==> src/rtl/ledscan_pkg.sv <==
// ----------------------------------------------------------------------------
// ledscan_pkg
// Shared types and constants of the LED matrix row scanner (5 x 7 matrix).
// ----------------------------------------------------------------------------
package ledscan_pkg;

    // matrix geometry
    localparam int COLUMNS          = 5;
    localparam int ROWS             = 7;
    localparam int ROW_W            = 3;   // bits of a row index
    localparam int GLYPH_COL_W      = 7;   // bits of one glyph column
    localparam int BLINK_W          = 12;  // blink counter width
    localparam int BLANK_W          = 4;   // blank row counter width
    localparam int FREEZE_BIT       = 3;   // blank count >= 8 once this bit is set

    localparam logic [ROW_W-1:0] LAST_ROW = ROW_W'(ROWS - 1);

    // input tdata / tuser layout
    localparam int IN_TDATA_W       = 40;  // 5 x 7 bits, padded to bytes
    localparam int IN_TUSER_W       = 2;
    localparam int OUT_TDATA_W      = 16;  // 7 + 5 bits, padded to bytes
    localparam int OUT_TUSER_W      = 1;

    // configuration port
    localparam int CFG_INDEX_W      = 3;
    localparam int CFG_DATA_W       = 8;

    typedef logic [COLUMNS-1:0] t_row_bits;

    typedef enum logic {
        MODE_TICK = 1'b0,
        MODE_LOAD = 1'b1
    } t_mode;

    typedef enum logic [CFG_INDEX_W-1:0] {
        REG_ROW_ACTIVE_LEVEL    = 3'd0,
        REG_COLUMN_ACTIVE_LEVEL = 3'd1,
        REG_BLINK_ON_FRAMES     = 3'd2,
        REG_BLINK_OFF_FRAMES    = 3'd3,
        REG_UPSIDE_DOWN         = 3'd4
    } t_cfg_reg;

endpackage

==> src/rtl/led_matrix_row_scanner_unit.sv <==
// ----------------------------------------------------------------------------
// led_matrix_row_scanner_unit
// Row multiplexer for a 5 x 7 LED matrix: glyph load and transpose, row scan,
// blink schedule, blank counting with freeze, row/column drive polarity.
// ----------------------------------------------------------------------------
//
//  channel  | direction | handshake               | payload
//  ---------+-----------+-------------------------+------------------------------
//  s_axis   | in        | s_axis_tvalid/tready    | glyph columns, mode, space flag
//  m_axis   | out       | m_axis_tvalid/tready    | row lines, column lines, frozen
//  cfg      | in        | i_cfg_valid/o_cfg_ready | register index, write data
//
//  State updates at the edge that accepts an item, and a tick's result lands in
//  the output register on that same edge.
//  One item per cycle is sustained; s_axis_tready drops only while the output
//  register holds a result that m_axis_tready has not taken.
//  Load items produce no result. Configuration writes are always accepted.
//  Synchronous active-low reset clears all control and frame state.
//
module led_matrix_row_scanner_unit (
    input  logic                                i_clk,
    input  logic                                i_rst_n,

    // input stream
    input  logic                                s_axis_tvalid,
    output logic                                s_axis_tready,
    // [6:0] glyph_col_0, [13:7] glyph_col_1, [20:14] glyph_col_2,
    // [27:21] glyph_col_3, [34:28] glyph_col_4, [39:35] zero
    input  logic [ledscan_pkg::IN_TDATA_W-1:0]  s_axis_tdata,
    // [0] mode, [1] glyph_is_space
    input  logic [ledscan_pkg::IN_TUSER_W-1:0]  s_axis_tuser,

    // output stream
    output logic                                m_axis_tvalid,
    input  logic                                m_axis_tready,
    // [6:0] row_lines, [11:7] column_lines, [15:12] zero
    output logic [ledscan_pkg::OUT_TDATA_W-1:0] m_axis_tdata,
    // [0] frozen
    output logic [ledscan_pkg::OUT_TUSER_W-1:0] m_axis_tuser,

    // configuration write channel
    input  logic                                i_cfg_valid,
    output logic                                o_cfg_ready,
    input  logic [ledscan_pkg::CFG_INDEX_W-1:0] i_cfg_index,
    input  logic [ledscan_pkg::CFG_DATA_W-1:0]  i_cfg_data
);

    localparam int CW = ledscan_pkg::COLUMNS;
    localparam int RW = ledscan_pkg::ROWS;
    localparam int GW = ledscan_pkg::GLYPH_COL_W;
    localparam int BW = ledscan_pkg::BLINK_W;
    localparam int NW = ledscan_pkg::BLANK_W;
    localparam int SW = ledscan_pkg::ROW_W;

    // configuration registers
    logic           r_row_level;
    logic           r_col_level;
    logic [7:0]     r_on_frames;
    logic [7:0]     r_off_frames;
    logic           r_upside_down;

    // scanner state
    ledscan_pkg::t_row_bits r_frame [RW];
    ledscan_pkg::t_row_bits n_frame [RW];
    logic [SW-1:0]  r_scan_row,   n_scan_row;
    logic [BW-1:0]  r_blink_cnt,  n_blink_cnt;
    logic [NW-1:0]  r_blank_cnt,  n_blank_cnt;
    logic [RW-1:0]  r_held_rows,  n_held_rows;
    logic [CW-1:0]  r_held_cols,  n_held_cols;

    // output register
    logic           r_out_valid;
    logic [RW-1:0]  r_out_rows;
    logic [CW-1:0]  r_out_cols;
    logic           r_out_frozen;
    logic           n_out_frozen;

    // combinational helpers
    logic                   w_accept;
    logic                   w_is_load;
    logic                   w_is_space;
    logic                   w_frozen;
    logic [GW-1:0]          w_glyph [CW];
    logic [RW-1:0]          w_old_mask;
    logic [RW-1:0]          w_new_mask;
    logic [RW-1:0]          w_rows_off;
    logic                   w_blink_en;
    logic [BW-1:0]          w_on_ticks;
    logic [8:0]             w_sum_frames;
    logic [BW-1:0]          w_period;
    logic [BW-1:0]          w_blink_step;
    logic                   w_show;
    ledscan_pkg::t_row_bits w_pat;

    assign w_accept   = s_axis_tvalid && s_axis_tready;
    assign w_is_load  = (ledscan_pkg::t_mode'(s_axis_tuser[0]) == ledscan_pkg::MODE_LOAD);
    assign w_is_space = s_axis_tuser[1];
    assign w_frozen   = r_blank_cnt[ledscan_pkg::FREEZE_BIT];

    // unpack glyph columns
    always_comb begin
        for (int c = 0; c < CW; c++) begin
            w_glyph[c] = s_axis_tdata[c*GW +: GW];
        end
    end

    // blink schedule figures: on * 7 and (on + off) * 7
    assign w_blink_en   = (r_on_frames != 8'd0) && (r_off_frames != 8'd0);
    assign w_on_ticks   = BW'({r_on_frames, 3'b000}) - BW'(r_on_frames);
    assign w_sum_frames = 9'(r_on_frames) + 9'(r_off_frames);
    assign w_period     = BW'({w_sum_frames, 3'b000}) - BW'(w_sum_frames);

    // row masks for the row being left and the row being entered
    assign w_old_mask = RW'(1) << r_scan_row;
    assign w_new_mask = RW'(1) << n_scan_row;

    // next state
    always_comb begin
        for (int r = 0; r < RW; r++) begin
            n_frame[r] = r_frame[r];
        end
        n_scan_row   = r_scan_row;
        n_blink_cnt  = r_blink_cnt;
        n_blank_cnt  = r_blank_cnt;
        n_held_rows  = r_held_rows;
        n_held_cols  = r_held_cols;
        n_out_frozen = 1'b0;
        w_blink_step = r_blink_cnt;
        w_show       = 1'b1;
        w_pat        = '0;
        w_rows_off   = r_held_rows;

        // row advance with wrap
        if (r_scan_row >= ledscan_pkg::LAST_ROW) begin
            n_scan_row = '0;
        end else begin
            n_scan_row = r_scan_row + SW'(1);
        end

        if (w_is_load) begin
            n_scan_row = r_scan_row;
            // transpose, mirrored in both axes when upside down
            for (int r = 0; r < RW; r++) begin
                for (int c = 0; c < CW; c++) begin
                    if (r_upside_down) begin
                        n_frame[r][c] = w_glyph[CW-1-c][RW-1-r];
                    end else begin
                        n_frame[r][c] = w_glyph[c][r];
                    end
                end
            end
            // space arms blank counting, any other glyph clears it
            if (w_is_space) begin
                if (r_blank_cnt == '0) begin
                    n_blank_cnt = NW'(1);
                end
            end else begin
                n_blank_cnt = '0;
            end
        end else if (w_frozen) begin
            n_scan_row   = r_scan_row;
            n_out_frozen = 1'b1;
        end else begin
            // previous row line to inactive
            if (r_row_level) begin
                w_rows_off = r_held_rows & ~w_old_mask;
            end else begin
                w_rows_off = r_held_rows | w_old_mask;
            end

            // blink phase
            if (w_blink_en) begin
                w_show       = (r_blink_cnt < w_on_ticks);
                w_blink_step = r_blink_cnt + BW'(1);
            end
            if (w_show) begin
                w_pat = r_frame[n_scan_row];
                if ((r_blank_cnt != '0) && (w_pat == '0)) begin
                    n_blank_cnt = r_blank_cnt + NW'(1);
                end
            end
            if (w_blink_step >= w_period) begin
                n_blink_cnt = '0;
            end else begin
                n_blink_cnt = w_blink_step;
            end

            // column drive
            n_held_cols = r_col_level ? w_pat : ~w_pat;

            // new row line to active
            if (r_row_level) begin
                n_held_rows = w_rows_off | w_new_mask;
            end else begin
                n_held_rows = w_rows_off & ~w_new_mask;
            end
        end
    end

    // configuration writes
    assign o_cfg_ready = 1'b1;

    always_ff @(posedge i_clk) begin
        if (!i_rst_n) begin
            r_row_level   <= 1'b1;
            r_col_level   <= 1'b1;
            r_on_frames   <= '0;
            r_off_frames  <= '0;
            r_upside_down <= 1'b0;
        end else if (i_cfg_valid && o_cfg_ready) begin
            case (ledscan_pkg::t_cfg_reg'(i_cfg_index))
                ledscan_pkg::REG_ROW_ACTIVE_LEVEL:    r_row_level   <= i_cfg_data[0];
                ledscan_pkg::REG_COLUMN_ACTIVE_LEVEL: r_col_level   <= i_cfg_data[0];
                ledscan_pkg::REG_BLINK_ON_FRAMES:     r_on_frames   <= i_cfg_data;
                ledscan_pkg::REG_BLINK_OFF_FRAMES:    r_off_frames  <= i_cfg_data;
                ledscan_pkg::REG_UPSIDE_DOWN:         r_upside_down <= i_cfg_data[0];
                default: ;
            endcase
        end
    end

    // scanner state registers
    always_ff @(posedge i_clk) begin
        if (!i_rst_n) begin
            for (int r = 0; r < RW; r++) begin
                r_frame[r] <= '0;
            end
            r_scan_row  <= '0;
            r_blink_cnt <= '0;
            r_blank_cnt <= '0;
            r_held_rows <= '0;
            r_held_cols <= '0;
        end else if (w_accept) begin
            for (int r = 0; r < RW; r++) begin
                r_frame[r] <= n_frame[r];
            end
            r_scan_row  <= n_scan_row;
            r_blink_cnt <= n_blink_cnt;
            r_blank_cnt <= n_blank_cnt;
            r_held_rows <= n_held_rows;
            r_held_cols <= n_held_cols;
        end
    end

    // output register: filled by each tick, freed when taken
    assign s_axis_tready = !r_out_valid || m_axis_tready;

    always_ff @(posedge i_clk) begin
        if (!i_rst_n) begin
            r_out_valid <= 1'b0;
        end else if (w_accept && !w_is_load) begin
            r_out_valid <= 1'b1;
        end else if (m_axis_tready) begin
            r_out_valid <= 1'b0;
        end
    end

    always_ff @(posedge i_clk) begin
        if (w_accept && !w_is_load) begin
            r_out_rows   <= n_held_rows;
            r_out_cols   <= n_held_cols;
            r_out_frozen <= n_out_frozen;
        end
    end

    assign m_axis_tvalid = r_out_valid;
    assign m_axis_tdata  = {(ledscan_pkg::OUT_TDATA_W - RW - CW)'(0), r_out_cols, r_out_rows};
    assign m_axis_tuser  = r_out_frozen;

endmodule

==> config.mk <==
export PLATFORM = sky130hd
export DESIGN_NAME = led_matrix_row_scanner_unit
export DESIGN_NICKNAME = d
export VERILOG_FILES = /design/src/rtl/ledscan_pkg.sv /design/src/rtl/led_matrix_row_scanner_unit.sv
export SDC_FILE = /design/constraint.sdc
export NUM_CORES = 1
export LEC_CHECK = 0
export ABC_AREA = 1
export BUFFER_PORTS_ARGS = -buffer_cell sky130_fd_sc_hd__buf_2
export CAP_MARGIN = 20
export CELL_PAD_IN_SITES_DETAIL_PLACEMENT = 0
export CELL_PAD_IN_SITES_GLOBAL_PLACEMENT = 1
export CORE_AREA = 2 2 199 123
export CTS_BUF_LIST = sky130_fd_sc_hd__clkbuf_4 sky130_fd_sc_hd__clkbuf_8 sky130_fd_sc_hd__clkbuf_16
export DETAILED_ROUTE_END_ITERATION = 7
export DIE_AREA = 0 0 201 125
export MAX_ROUTING_LAYER = met4
export PLACE_DENSITY_LB_ADDON = 0.1
export SYNTH_ARGS = -nofsm -noshare
export SYNTH_HDL_FRONTEND = slang
export SYNTH_SLANG_ARGS = --single-unit
==> constraint.sdc <==
create_clock -name i_clk -period 4.2 [get_ports i_clk]
set_input_delay 0 -clock i_clk [delete_from_list [all_inputs] [get_ports i_clk]]
set_output_delay 0 -clock i_clk [all_outputs]
set_load 0.03 [all_outputs]
==> impl_metrics.tcl <==
set metrics [dict create \
    status "complete, no violations" \
    yosys_register_bits 99 \
    grt_pass1_wl_um 31550 \
    fmax_ghz 0.2614 \
    cp_max_fo 6 \
    final_util_pct 34.59 \
    syn-instance-count 955 \
    rows 44 \
    drive_gt1_share_pct 12.49 \
    ys_top_cells_by_area "edfxtp_1 (21%), dfxtp_1 (15%), nand2_1 (13%)" \
    vias 6128 \
    dp_hpwl_um 15100 \
    io_pins 78 \
    pre_cts_ws_ns 0.2339 \
    vias_per_cell 4.496 \
    fin_ws_ns 0.3742 \
    dieWidth_um 201 \
    yosysTopAreaCell "edfxtp_1" \
    worst_pin_slew_ns 0.9583 \
    route.detailed.wl_per_inst_um 14.11 \
    grt_overflow 0 \
    peakVddDrop_uv 204.9 \
    nets 1147 \
    crit_cells 25 \
    diodes 0 \
    maxSlewViolCount 0 \
    p_leak_nw 3.799 \
    slowest_stage "fa_2" \
    clock-sinks 99 \
    worstSetupPathType "reg2reg" \
    die_h_um 125 \
    drtPass1Iterations 5 \
    synthesis.area_um2 6887 \
    tritoncts "yes" \
    cp_data_required_time_ns 4.48 \
    track_usage_pct 16.44 \
    finalPower_mw 2.732 \
    grt_pass1_vias 5828 \
    cts_made_buffers 9 \
    ys_seq_area_share_pct 35.76 \
    grt_max_degree 36 \
    critical_path.most_common_cell "nand2_1" \
    finClkSkew_ns 0.007356 \
    cpPeakStageDelay_ns 0.38 \
    place.port_buffers 67 \
    relSlewSlack_pct 35.72 \
    arrival_ns 4.10 \
    startpoint_type "flop" \
    drt-initial-drc-count 477 \
    min_period_over_period_pct 91.09 \
    coreArea_um2 23510 \
    cts_root_buf "clkbuf_16" \
    clk_pin_slew_ns 0.07 \
    reg2reg_depth 25 \
    cts_max_level 3 \
    hold_path_depth 3 \
    hold_path_class "in2reg" \
    powerDensity_nw_per_um2 336.0 \
    yosysWarnings 0 \
    wl_um 19230 \
    yosysUniqueCellTypes 43 \
    synth_top_area_share_pct 20.93 \
    maxCapViolations 0 \
    clkLatencyLatePin_ns 0.36 \
    antenna_found_initial 0 \
    cts_buffer_depth 2 \
    endpoint_kind "flop" \
    drc 0 \
    hold_viol 0 \
    ant_nets 0 \
    setup_violations 0 \
    syn_avg_cell_area_um2 7.211 \
    critPathBufInv 4 \
    synthToLayoutAreaGrowth_pct 18.08 \
    critPathTopFamily "simple AND/OR/NAND/NOR gates" \
    die_area_um2 25130 \
    fin_crit_ns 3.826 \
    gp_congestion 0.7823 \
    start_util_pct 29.30 \
]
[worst paths after layout]
kind	startpoint	end	slack, ns
setup / recovery	r_on_frames[0]	r_blink_cnt[0]	0.37
hold / removal	i_cfg_index[0]	r_col_level	0.004
setup reg to reg	r_on_frames[0]	r_blink_cnt[0]	0.37
hold reg to reg	r_off_frames[0]	r_off_frames[0]	0.49
[what timing repair did]
item,4_1_cts,5_1_grt
gates resized for setup,0,9
endpoints found under the hold margin,28,0
setup buffers,0,0
hold buffers,23,0
setup endpoints to repair,0,15
[registers in the layout (all words and copies together), names as in the netlist]
signal	flops
r_frame	35
r_blink_cnt	12
r_off_frames	8
r_on_frames	8
r_held_rows	7
r_out_rows	7
r_held_cols	5
r_out_cols	5
r_blank_cnt	4
r_scan_row	3
m_axis_tuser	1
m_axis_tvalid	1
r_col_level	1
r_row_level	1
r_upside_down	1
[layer usage]
metal | part of all wire (%) | up-vias | track usage [%]
li1 | - | 3286 | -
met2 | 33 | 116 | 19.28
met3 | 4.1 | 12 | 2.998
met4 | 0.66 | 0 | 3.268
met1 | 62 | 2714 | 27.44
met5 | 0 | - | -
[cell type report]
type,count,area (µm²)
Clock buffer,14,286.5
Clock inverter,2,35.03
Fill cell,2581,15380
Inverter,130,488.0
Multi-Input combinational cell,690,3771
Sequential cell,99,2462
Tap cell,322,402.9
Timing Repair Buffer,106,685.7
[report_power, final]
group | switching [mW] | internal, mW
logic | 0.457 | 0.269
clock network | 0.366 | 0.534
registers | 0.0337 | 1.07
[worst reg2reg max path, delay by kind of cell, from the launching register on]
family	cells	cell delay, ns
AO/OA/AOI/OAI	4	0.50
adder cells (fa/ha/maj)	4	1.19
AND/OR/NAND/NOR	12	1.27
flip-flops	1	0.31
XOR/XNOR	1	0.15
buffers and inverters	4	0.32
[cell families after synthesis]
group	synth area share, %
simple gates	25.71
compound gates	14.39
buf+inv	10.25
flops	35.76
fa+ha+maj	9.738
xor+xnor	4.052
other cells	0.1091
[Yosys cell counts (all sizes together)]
| library cell | count |
|---|---|
| dfxtp | 51 |
| xor2 | 23 |
| buf | 15 |
| o211ai | 14 |
| nand4 | 10 |
| nor4 | 1 |
| o21ai | 68 |
| and3 | 1 |
| o21bai | 1 |
| edfxtp | 48 |
| nor2 | 75 |
| xnor2 | 8 |
| inv | 128 |
| nor3 | 5 |
| nand3 | 76 |
| nand2 | 243 |
| clkinv | 2 |
| a221oi | 1 |
| ha | 52 |
| a21oi | 98 |
| clkbuf | 24 |
| or2 | 1 |
| a211oi | 1 |
| and2 | 1 |
| conb | 2 |
| nand3b | 4 |
| a31o | 1 |
| fa | 1 |
[metrics by stage]
| step | std cells | setup TNS (ns) | cell area (µm²) | hold WS (ns) |
|---|---|---|---|---|
| after floorplan | 958 | 0 | 6898 | 0.1384 |
| after global placement | 1324 | 0 | 7538 | 0.2980 |
| after detailed placement | 1324 | 0 | 7538 | 0.3032 |
| after CTS | 1363 | 0 | 8090 | 0.00005168 |
| after global routing | 1363 | -0.04586 | 8132 | 0.01842 |
| final | 1363 | 0 | 8132 | 0.004250 |
[cell usage in the layout (no fill, tap or decap), types with 14 or more instances in the layout]
| cell type | instances |
|---|---|
| nor2_1 | 73 |
| edfxtp_1 | 48 |
| buf_2 | 67 |
| buf_4 | 16 |
| o211ai_1 | 14 |
| dfxtp_1 | 51 |
| ha_1 | 51 |
| inv_1 | 123 |
| o21ai_1 | 17 |
| nand2_1 | 234 |
| nand3_1 | 74 |
| o21ai_0 | 47 |
| a21oi_1 | 97 |
| dlygate4sd3_1 | 23 |
| xor2_1 | 22 |
No activity file was read; power rests on OpenSTA's default activity.
